==> config.mk <==
export PLATFORM = sky130hd
export DESIGN_NAME = http_header_field_framer_core
export DESIGN_NICKNAME = d
export VERILOG_FILES = /design/src/sv/hhff_pkg.sv /design/src/sv/hhff_emit.sv /design/src/sv/hhff_scan.sv /design/src/sv/hhff_outq.sv /design/src/sv/http_header_field_framer_core.sv
export SDC_FILE = /design/constraint.sdc
export NUM_CORES = 1
export LEC_CHECK = 0
export BUFFER_PORTS_ARGS = -buffer_cell sky130_fd_sc_hd__buf_2
export CAP_MARGIN = 20
export CELL_PAD_IN_SITES_DETAIL_PLACEMENT = 0
export CELL_PAD_IN_SITES_GLOBAL_PLACEMENT = 2
export CORE_MARGIN = 4
export CORE_UTILIZATION = 37
export DETAILED_ROUTE_END_ITERATION = 8
export PLACE_DENSITY_LB_ADDON = 0.1
export SYNTH_ARGS = -nofsm -noshare
export SYNTH_HDL_FRONTEND = slang
export SYNTH_SLANG_ARGS = --single-unit
==> constraint.sdc <==
create_clock -name clk -period 9.6 [get_ports clk]
set_clock_uncertainty 0.05 [all_clocks]
set_input_delay 0.48 -clock clk [delete_from_list [all_inputs] [get_ports clk]]
set_output_delay 0.48 -clock clk [all_outputs]
set_load 0.05 [all_outputs]
==> src/sv/hhff_pkg.sv <==
// Package for the header field framer: payload structs, event and cause codes,
// and byte classes. Used by every module of the block; depends on nothing.
package hhff_pkg;

    typedef struct packed {
        logic [7:0] byte_value;
        logic       last_byte;
    } hhff_in_t;

    typedef struct packed {
        logic [1:0]  event_res;
        logic [3:0]  cause;
        logic [15:0] name_offset;
        logic [15:0] name_length;
        logic [15:0] value_offset;
        logic [15:0] value_length;
        logic        last_result;
    } hhff_out_t;

    localparam logic [1:0] EV_KEPT     = 2'd0;
    localparam logic [1:0] EV_IGNORED  = 2'd1;
    localparam logic [1:0] EV_ACCEPTED = 2'd2;
    localparam logic [1:0] EV_REJECTED = 2'd3;

    localparam logic [3:0] CS_NONE      = 4'd0;
    localparam logic [3:0] CS_NUL       = 4'd1;
    localparam logic [3:0] CS_NO_LF     = 4'd2;
    localparam logic [3:0] CS_STRAY_CR  = 4'd3;
    localparam logic [3:0] CS_BLANK_CON = 4'd4;
    localparam logic [3:0] CS_EARLY_BLK = 4'd5;
    localparam logic [3:0] CS_NO_NAME   = 4'd6;
    localparam logic [3:0] CS_NAME_LONG = 4'd7;
    localparam logic [3:0] CS_VAL_LONG  = 4'd8;
    localparam logic [3:0] CS_NAME_WS   = 4'd9;

    localparam logic [1:0] CFG_RELAXED  = 2'd0;
    localparam logic [1:0] CFG_MAX_NAME = 2'd1;
    localparam logic [1:0] CFG_MAX_VAL  = 2'd2;

    localparam logic [7:0] CH_LF    = 8'h0A;
    localparam logic [7:0] CH_CR    = 8'h0D;
    localparam logic [7:0] CH_SP    = 8'h20;
    localparam logic [7:0] CH_TAB   = 8'h09;
    localparam logic [7:0] CH_COLON = 8'h3A;
    localparam logic [15:0] LEN_RESET = 16'd65534;

    typedef enum logic [1:0] {
        PH_START    = 2'd0,
        PH_LINE     = 2'd1,
        PH_AFTER_LF = 2'd2,
        PH_FAILED   = 2'd3
    } hhff_phase_t;

    // Snapshot of a finished field, handed from the scanner to the emitter.
    typedef struct packed {
        logic        colon_seen;
        logic [15:0] start;
        logic [15:0] colon_off;
        logic        name_ns_seen;
        logic [15:0] name_last_ns;
        logic        name_sp_seen;
        logic        val_ns_seen;
        logic [15:0] val_first_ns;
        logic [15:0] val_last_ns;
        logic [15:0] end_off;
    } hhff_field_t;

    function automatic logic is_trim_space(input logic [7:0] b);
        return (b == CH_SP) || (b >= 8'h09 && b <= 8'h0D);
    endfunction

    function automatic logic is_name_space(input logic [7:0] b);
        return (b == CH_SP) || (b == CH_TAB) || (b == CH_LF) || (b == CH_CR);
    endfunction

endpackage

==> src/sv/hhff_emit.sv <==
// Field result builder: turns a finished field snapshot into a result item.
// Depends on hhff_pkg.
module hhff_emit
    import hhff_pkg::*;
(
    input  hhff_field_t fld,
    input  logic        relaxed_mode,
    input  logic [15:0] max_name_length,
    input  logic [15:0] max_value_length,
    output hhff_out_t   res
);
    logic [15:0] raw_nl;
    logic [15:0] trim_nl;
    logic [15:0] nl;
    logic [15:0] vs;
    logic [15:0] vl;

    always_comb
    begin
        raw_nl  = fld.colon_off - fld.start;
        trim_nl = fld.name_ns_seen ? (fld.name_last_ns - fld.start + 16'd1) : 16'd0;
        nl      = relaxed_mode ? trim_nl : raw_nl;
        vs      = fld.val_ns_seen ? fld.val_first_ns : fld.end_off;
        vl      = fld.val_ns_seen ? (fld.val_last_ns - fld.val_first_ns + 16'd1) : 16'd0;
        res     = '0;
        res.name_offset = fld.start;
        priority if (!fld.colon_seen || fld.colon_off == fld.start)
        begin
            res.event_res = EV_IGNORED;
            res.cause     = CS_NO_NAME;
        end
        else if (raw_nl > max_name_length)
        begin
            res.event_res   = EV_IGNORED;
            res.cause       = CS_NAME_LONG;
            res.name_length = raw_nl;
        end
        else if (relaxed_mode && trim_nl == 16'd0)
        begin
            res.event_res = EV_IGNORED;
            res.cause     = CS_NO_NAME;
        end
        else
        begin
            res.name_length  = nl;
            res.value_offset = vs;
            res.value_length = vl;
            if (vl > max_value_length)
            begin
                res.event_res = EV_IGNORED;
                res.cause     = CS_VAL_LONG;
            end
            else if (!relaxed_mode && fld.name_sp_seen)
            begin
                res.event_res = EV_IGNORED;
                res.cause     = CS_NAME_WS;
            end
            else
            begin
                res.event_res = EV_KEPT;
                res.cause     = CS_NONE;
            end
        end
    end
endmodule

==> src/sv/hhff_scan.sv <==
// Byte scanner: holds the per-field parse state and computes, for one byte,
// the next state and up to two result items. Depends on hhff_pkg, hhff_emit.
module hhff_scan
    import hhff_pkg::*;
#(
    parameter int POS_MAX = 65535
)
(
    input  logic        clk,
    input  logic        rst_n,
    input  logic        step,
    input  hhff_in_t    item,
    input  logic        relaxed_mode,
    input  logic [15:0] max_name_length,
    input  logic [15:0] max_value_length,
    output logic [1:0]  res_count,
    output hhff_out_t   res0,
    output hhff_out_t   res1
);
    hhff_phase_t phase_reg, phase_next;
    hhff_field_t fld_reg, fld_next;
    logic        empty_reg, empty_next;
    logic [15:0] pos_reg, pos_next;
    logic [15:0] line_len_reg, line_len_next;
    logic [1:0]  crs_reg, crs_next;
    logic        stray_reg, stray_next;
    logic        cont_reg, cont_next;
    logic [3:0]  rcause_reg, rcause_next;

    hhff_field_t emit_fld;
    hhff_out_t   emit_res;
    hhff_out_t   term_res;

    hhff_emit u_emit (
        .fld              (emit_fld),
        .relaxed_mode     (relaxed_mode),
        .max_name_length  (max_name_length),
        .max_value_length (max_value_length),
        .res              (emit_res)
    );

    always_ff @(posedge clk or negedge rst_n)
    begin
        if (!rst_n)
        begin
            phase_reg    <= PH_START;
            fld_reg      <= '0;
            empty_reg    <= 1'b0;
            pos_reg      <= '0;
            line_len_reg <= '0;
            crs_reg      <= '0;
            stray_reg    <= 1'b0;
            cont_reg     <= 1'b0;
            rcause_reg   <= CS_NONE;
        end
        else if (step)
        begin
            phase_reg    <= phase_next;
            fld_reg      <= fld_next;
            empty_reg    <= empty_next;
            pos_reg      <= pos_next;
            line_len_reg <= line_len_next;
            crs_reg      <= crs_next;
            stray_reg    <= stray_next;
            cont_reg     <= cont_next;
            rcause_reg   <= rcause_next;
        end
    end

    always_comb
    begin
        logic [7:0]  b;
        logic        do_line;
        logic        fail;
        logic        emit_mid;
        logic        stray;
        logic [1:0]  strip;
        logic [15:0] content;
        hhff_field_t cur;

        b            = item.byte_value;
        phase_next   = phase_reg;
        fld_next     = fld_reg;
        empty_next   = empty_reg;
        line_len_next = line_len_reg;
        crs_next     = crs_reg;
        stray_next   = stray_reg;
        cont_next    = cont_reg;
        rcause_next  = rcause_reg;
        do_line      = 1'b0;
        fail         = 1'b0;
        emit_mid     = 1'b0;
        strip        = 2'd0;
        content      = '0;
        stray        = 1'b0;
        emit_fld     = fld_reg;
        cur          = fld_reg;

        if (b == 8'h00)
        begin
            rcause_next = CS_NUL;
            phase_next  = PH_FAILED;
        end
        else if (phase_reg != PH_FAILED)
        begin
            do_line = 1'b1;
            unique case (phase_reg)
                PH_START:
                begin
                    cur = '0;
                    cur.start = pos_reg;
                    cont_next = 1'b0;
                    line_len_next = '0;
                    crs_next = '0;
                    stray_next = 1'b0;
                end
                PH_AFTER_LF:
                begin
                    if (b == CH_SP || b == CH_TAB)
                    begin
                        cont_next = 1'b1;
                        line_len_next = '0;
                        crs_next = '0;
                        stray_next = 1'b0;
                    end
                    else if (empty_reg)
                    begin
                        rcause_next = CS_EARLY_BLK;
                        phase_next  = PH_FAILED;
                        do_line     = 1'b0;
                    end
                    else
                    begin
                        emit_mid = 1'b1;
                        cur = '0;
                        cur.start = pos_reg;
                        cont_next = 1'b0;
                        line_len_next = '0;
                        crs_next = '0;
                        stray_next = 1'b0;
                    end
                end
                default:
                begin
                end
            endcase

            if (do_line)
            begin
                phase_next = PH_LINE;
                // Field tracking for this byte.
                if (!cur.colon_seen)
                begin
                    if (b == CH_COLON)
                    begin
                        cur.colon_seen = 1'b1;
                        cur.colon_off  = pos_reg;
                    end
                    else
                    begin
                        if (!is_trim_space(b))
                        begin
                            cur.name_last_ns = pos_reg;
                            cur.name_ns_seen = 1'b1;
                        end
                        if (is_name_space(b))
                            cur.name_sp_seen = 1'b1;
                    end
                end
                else if (!is_trim_space(b))
                begin
                    if (!cur.val_ns_seen)
                    begin
                        cur.val_first_ns = pos_reg;
                        cur.val_ns_seen  = 1'b1;
                    end
                    cur.val_last_ns = pos_reg;
                end

                if (b == CH_LF)
                begin
                    if (crs_next >= 2'd1)
                    begin
                        strip = 2'd1;
                        if (relaxed_mode && crs_next >= 2'd2 && line_len_next >= 16'd3)
                            strip = 2'd2;
                    end
                    stray   = stray_next || (crs_next > strip);
                    content = line_len_next - {14'd0, strip};
                    if (stray && !relaxed_mode)
                    begin
                        rcause_next = CS_STRAY_CR;
                        phase_next  = PH_FAILED;
                    end
                    else if (cont_next && content == 16'd1)
                    begin
                        rcause_next = CS_BLANK_CON;
                        phase_next  = PH_FAILED;
                    end
                    else
                    begin
                        cur.end_off = pos_reg - {14'd0, strip};
                        empty_next  = !cont_next && content == 16'd0;
                        phase_next  = PH_AFTER_LF;
                    end
                end
                else
                begin
                    if (line_len_next != 16'hFFFF)
                        line_len_next = line_len_next + 16'd1;
                    if (b == CH_CR)
                    begin
                        if (crs_next != 2'd3)
                            crs_next = crs_next + 2'd1;
                    end
                    else
                    begin
                        if (crs_next != 2'd0)
                            stray_next = 1'b1;
                        crs_next = '0;
                    end
                end
            end
            fld_next = cur;
        end

        // Terminating result on the last byte.
        fail = (phase_next != PH_AFTER_LF);
        term_res = '0;
        term_res.last_result = 1'b1;
        if (fail)
        begin
            term_res.event_res = EV_REJECTED;
            term_res.cause     = (phase_next == PH_FAILED) ? rcause_next : CS_NO_LF;
        end
        else
            term_res.event_res = EV_ACCEPTED;

        if (!emit_mid)
            emit_fld = fld_next;

        res0 = emit_res;
        res1 = term_res;
        res_count = 2'd0;
        if (emit_mid)
        begin
            res_count = 2'd1;
            res0.last_result = !item.last_byte;
        end
        if (item.last_byte)
        begin
            if (emit_mid)
            begin
                // Field from the previous line plus the terminating result.
                res_count = 2'd2;
            end
            else if (!fail && !empty_next)
            begin
                res_count = 2'd2;
                res0.last_result = 1'b0;
            end
            else
            begin
                res_count = 2'd1;
                res0 = term_res;
            end
        end

        if (item.last_byte)
        begin
            pos_next   = '0;
            phase_next = PH_START;
            rcause_next = CS_NONE;
            empty_next = 1'b0;
            fld_next   = '0;
        end
        else if (32'(pos_reg) < POS_MAX)
            pos_next = pos_reg + 16'd1;
        else
            pos_next = pos_reg;
    end
endmodule

==> src/sv/hhff_outq.sv <==
// Output queue: holds up to two result items per byte and drains them one
// transfer at a time. Depends on hhff_pkg.
module hhff_outq
    import hhff_pkg::*;
(
    input  logic      clk,
    input  logic      rst_n,
    input  logic      push,
    input  logic [1:0] push_count,
    input  hhff_out_t push0,
    input  hhff_out_t push1,
    output logic      space,
    output logic      out_valid,
    input  logic      out_ready,
    output hhff_out_t out_data
);
    hhff_out_t  slot_reg [4];
    logic [1:0] rd_reg, rd_next;
    logic [1:0] wr_reg, wr_next;
    logic [2:0] cnt_reg, cnt_next;
    logic       pop;
    logic [2:0] added;

    assign out_valid = cnt_reg != 3'd0;
    assign out_data  = slot_reg[rd_reg];
    assign pop       = out_valid && out_ready;
    // A byte may need two slots; allow it only when two are free after a pop.
    assign space     = (cnt_reg <= 3'd2) || (cnt_reg == 3'd3 && pop);
    assign added     = push ? {1'b0, push_count} : 3'd0;

    always_comb
    begin
        rd_next  = rd_reg + (pop ? 2'd1 : 2'd0);
        wr_next  = wr_reg + added[1:0];
        cnt_next = cnt_reg + added - (pop ? 3'd1 : 3'd0);
    end

    always_ff @(posedge clk or negedge rst_n)
    begin
        if (!rst_n)
        begin
            rd_reg  <= '0;
            wr_reg  <= '0;
            cnt_reg <= '0;
        end
        else
        begin
            rd_reg  <= rd_next;
            wr_reg  <= wr_next;
            cnt_reg <= cnt_next;
        end
    end

    always_ff @(posedge clk)
    begin
        if (push && push_count != 2'd0)
            slot_reg[wr_reg] <= push0;
        if (push && push_count == 2'd2)
            slot_reg[wr_reg + 2'd1] <= push1;
    end
endmodule

==> src/sv/http_header_field_framer_core.sv <==
// Top level of the header field framer: configuration registers, input
// register, byte scanner and output queue. Depends on hhff_pkg and submodules.
//
// Usage: header bytes arrive on the in channel, one transfer per byte, with
// last_byte set on the final byte of a header block. Each byte yields zero,
// one or two result transfers on the out channel: a finished field (kept or
// ignored with a cause) and, on the last byte, an accept or reject. The
// consumer drops the fields of a block that ends in reject.
// Timing: a byte is captured in the input register and scanned when the
// output queue has space; its results are registered in the queue and
// offered from there.
// Throughput: one byte per cycle, held back while the output queue lacks
// space. The four-entry output queue absorbs the two-result bytes.
// When the receiver stalls, the queue fills and in_ready drops; nothing is
// lost. Reset clears the parse state, the queue and the configuration
// (strict mode, both length limits 65534). Configuration is written through
// the cfg channel, which is always ready; writes beyond register 2 are ignored.
module http_header_field_framer_core
    import hhff_pkg::*;
#(
    parameter int MAX_HEADER_BYTES = 65536
)
(
    input  logic        clk,
    input  logic        rst_n,
    input  logic        in_valid,
    output logic        in_ready,
    input  hhff_in_t    in_data,
    output logic        out_valid,
    input  logic        out_ready,
    output hhff_out_t   out_data,
    input  logic        cfg_valid,
    output logic        cfg_ready,
    input  logic [1:0]  cfg_index,
    input  logic [15:0] cfg_value
);
    logic        relaxed_reg;
    logic [15:0] max_name_reg;
    logic [15:0] max_val_reg;
    hhff_in_t    item_reg;
    logic        item_valid_reg;
    logic        space;
    logic        step;
    logic [1:0]  res_count;
    hhff_out_t   res0;
    hhff_out_t   res1;

    assign cfg_ready = 1'b1;
    assign step      = item_valid_reg && space;
    assign in_ready  = !item_valid_reg || space;

    always_ff @(posedge clk or negedge rst_n)
    begin
        if (!rst_n)
        begin
            relaxed_reg  <= 1'b0;
            max_name_reg <= LEN_RESET;
            max_val_reg  <= LEN_RESET;
        end
        else if (cfg_valid)
        begin
            unique case (cfg_index)
                CFG_RELAXED:  relaxed_reg  <= cfg_value[0];
                CFG_MAX_NAME: max_name_reg <= cfg_value;
                CFG_MAX_VAL:  max_val_reg  <= cfg_value;
                default:      ;
            endcase
        end
    end

    always_ff @(posedge clk or negedge rst_n)
    begin
        if (!rst_n)
            item_valid_reg <= 1'b0;
        else if (in_ready)
            item_valid_reg <= in_valid;
    end

    always_ff @(posedge clk)
    begin
        if (in_ready && in_valid)
            item_reg <= in_data;
    end

    hhff_scan #(
        .POS_MAX (MAX_HEADER_BYTES - 1)
    ) u_scan (
        .clk              (clk),
        .rst_n            (rst_n),
        .step             (step),
        .item             (item_reg),
        .relaxed_mode     (relaxed_reg),
        .max_name_length  (max_name_reg),
        .max_value_length (max_val_reg),
        .res_count        (res_count),
        .res0             (res0),
        .res1             (res1)
    );

    hhff_outq u_outq (
        .clk        (clk),
        .rst_n      (rst_n),
        .push       (step),
        .push_count (res_count),
        .push0      (res0),
        .push1      (res1),
        .space      (space),
        .out_valid  (out_valid),
        .out_ready  (out_ready),
        .out_data   (out_data)
    );

    // Every byte that ends a block produces at least one result.
    a_last_emits: assert property (@(posedge clk) disable iff (!rst_n)
        step && item_reg.last_byte |-> res_count != 2'd0)
        else $error("last byte produced no result");

    // A byte with a single result carries last_result on that result.
    a_last_flag: assert property (@(posedge clk) disable iff (!rst_n)
        step && res_count == 2'd1 |-> res0.last_result)
        else $error("single result without last_result");

    // A terminating result is only produced for the last byte.
    a_term_only_last: assert property (@(posedge clk) disable iff (!rst_n)
        step && res_count == 2'd2 |-> item_reg.last_byte)
        else $error("two results for a non-final byte");
endmodule
==> flow_summary.toml <==
[clocking]
post_cts_buffers = 0
cts_buffers = 57
clock_path_buffers = 3
cts_tree = "yes"
postCtsResizedCells = 0
root_buffer = "clkbuf_16"
clk_latency_ns = 0.64
cts.htree.levels = 2
numClockSinks = 477
clkTransAtPathRegs_ns = 0.07
postCtsHoldBufs = 11

[die]
core.rowCount = 97
ios = 106
die_w_um = 273.7
initial_core_util_pct = 37.31
floorplan.die_area_mm2 = 0.07494
core_mm2 = 0.07003
dieHeight_um = 273.7

[detailed_routing]
routed_via_density = 6.038
drtIter0Drc = 2265
drt-total-wl_mm = 96.67
firstDrtPassIters = 6
ant_nets = 0
via_count = 22625
drc_errors = 0
wl_per_cell_um = 25.80

[power]
p_switching_uw = 3254
internal_power_uw = 4538
p_leak_uw = 0.01219
pwr-share-seq_pct = 30.6
combinationalPowerShare_pct = 39.5
clkPwrFrac_pct = 29.9
worst_ir_drop_vdd_uv = 275.9
power.share.switching_pct = 41.76
power_density_mw_per_mm2 = 260.7

[yosys]
seq_area_frac_synth_pct = 41.32
avgSynthCellArea_um2 = 9.667
synth_nets = 2858
synth_flop_cell = "dfxtp_1"
asyncSetResetFlopFracSynth_pct = 38.57
synth-edff-count = 29
ys_types = 103
syn_area_mm2 = 0.02613
ys_seq_elements = 477
yosysWarnings = 0
netlist_instances = 2703

[timing]
fin_tns_setup_ns = 0
tightest_slew_ns = 1.176
max_slew_margin_pct = 21.31
finalHoldViolCount = 0
setup_viol = 0
drv_slew = 0
period_minus_slack_ns = 8.543
rsz0062_at_grt = "false"
max_freq_mhz = 117.1
period_share_pct = 88.99

[setup_path]
end_kind = "flop"
max_stage_delay_ns = 0.64
crit_slowest_cell = "or4b_2"
worstPathMaxFanout = 11
cp.arrival_ns = 8.88
cp-start-kind = "flop"
ff2ff_setup_slack_ns = 1.06
crit_required_ns = 9.94
path_class = "flop to flop"
timing.critical_path.mode_cell = "ha_1"

[place]
io_buffers = 104
place_congestion = 0.8750
dp_hpwl_mm = 66.23

[finish]
n_antenna_cell = 0
syn_to_final_growth_pct = 14.41
largest_register_ffs = 284
fillCellCount = 6812
final_cell_mix = "nand2_1, dfxtp_1, o21ai_0"
multi_input_area_mm2 = 0.01423
drive_gt1_share_pct = 17.24
final_common_cell = "nand2_1"
nets = 2914
area.sequential_mm2 = 0.01081
final_util_pct = 42.69

[run]
drv_cap = 0

[global_route]
antenna_found_initial = 2
grt_max_degree = 68
track_usage_pct = 25.36
grt_pass1_vias = 22048
overflow = 0
grt_pass1_wl_mm = 145.2

[worst_hold_path]
hold_path.class = "input pin to flop"

[outcome]
status = "finished, final reports clean"
-- area by class of cell --
cell class | instances | area share (%)
multi-input cells | 1939 | 47.60
flip-flops and latches | 477 | 36.14
clock buffers | 85 | 5.972
repair buffers | 194 | 4.315
well taps | 940 | 3.934
inverters | 90 | 1.130
clock inverters | 22 | 0.9040
-- through the flow --
step / area, um^2 / setup slack (ns) / total power (uW) / hold WS, ns / cells
after floorplan: 26130 / 2.729 / 4363 / 0.1344 / 2703
after global placement: 27690 / 1.187 / 5410 / 0.3778 / 3625
after detailed placement: 27700 / 1.130 / 5445 / 0.3895 / 3626
after CTS: 29860 / 1.139 / 7809 / 0.02047 / 3744
after global routing: 29890 / 0.4534 / 8173 / 0.04859 / 3747
final: 29890 / 1.057 / 7793 / 0.06132 / 3747
-- logic make-up (layout without fill, tap and decap cells) --
family	count (synthesis)	count (layout)	synth area share (%)
AOI/OAI and AO/OA	826	826	22.95
other	1	1	0.01435
adders and majority gates	123	123	6.062
DFF	477	477	41.32
and+or+nand+nor	789	789	14.23
muxes	132	132	8.633
xor gates and xnor gates	68	68	2.279
buffers and inverters	287	391	4.506
-- worst max-delay path, delay by kind of cell (launching register included) --
family | cells | cell delay [ns]
xor gates and xnor gates | 1 | 0.17
DFF | 1 | 0.49
adders and majority gates | 4 | 1.15
buffers and inverters | 4 | 0.61
AOI/OAI and AO/OA | 11 | 2.38
and+or+nand+nor | 11 | 3.42
-- power groups by stage --
stage / clock, uW / combinational [uW] / sequential [uW]
floorplan: 0 / 2100 / 2270
global placement: 0 / 3000 / 2410
detailed placement: 0 / 3020 / 2420
CTS: 2390 / 3040 / 2380
global route: 2470 / 3300 / 2400
finish: 2330 / 3070 / 2380
-- cells in the mapped netlist (all sizes together) (10+ instances only) --
cell	n	area (um^2)
and3	26	167.7
nand2	345	1295
a21o	23	172.7
nor3	79	410.4
inv	89	334.1
nor2b	15	93.84
o211ai	16	133.9
o221ai	21	252.7
a31oi	16	106.4
a221o	36	360.4
o21ai	215	1080
o31ai	11	87.58
mux4	71	1599
xor2	30	262.8
ha	117	1464
edfxtp	29	870.8
dfrtp	154	3854
a32o	14	141.4
mux2i	24	240.2
buf	60	325.3
or3	12	80.08
and2	21	131.4
nor2	141	529.3
clkbuf	137	514.2
nor4	15	115.1
or4	11	90.08
a32oi	22	192.7
a21oi	87	461.7
o22ai	10	62.56
nand4	23	156.4
dfxtp	264	5285
a22o	155	1358
a22oi	121	908.4
dfstp	30	788.3
nand3	58	295.3
mux2	37	416.7
o21a	15	112.6
xnor2	38	332.8
a211oi	10	80.07
nand2b	10	62.56
-- metal layers --
metal	global-route usage, %	vias to the layer above	share of wire [%]
li1	-	10235	-
met1	37.76	11498	47
met2	38.65	778	44
met3	4.155	112	6.5
met4	5.691	2	2.0
met5	0	-	0.013
-- final timing paths --
check | to | from | cells after the start
worst max register to register | u_outq.slot_reg[3][68]$_DFFE_PP_ | item_reg[6]$_DFFE_PP_ | 31
worst min-delay path | max_val_reg[7]$_DFFE_PN1P_ | cfg_value[7] | 2
max in group asynchronous | u_outq.rd_reg[1]$_DFF_PN0_ | rst_n | 4
worst max-delay path | u_outq.slot_reg[3][68]$_DFFE_PP_ | item_reg[6]$_DFFE_PP_ | 31
worst min register to register | u_outq.slot_reg[3][32]$_SDFFE_PP0P_ | u_outq.slot_reg[3][32]$_SDFFE_PP0P_ | 2
min in group asynchronous | u_scan.fld_reg[38]$_DFFE_PN0P_ | rst_n | 2
No activity file was read; power rests on OpenSTA's default activity.
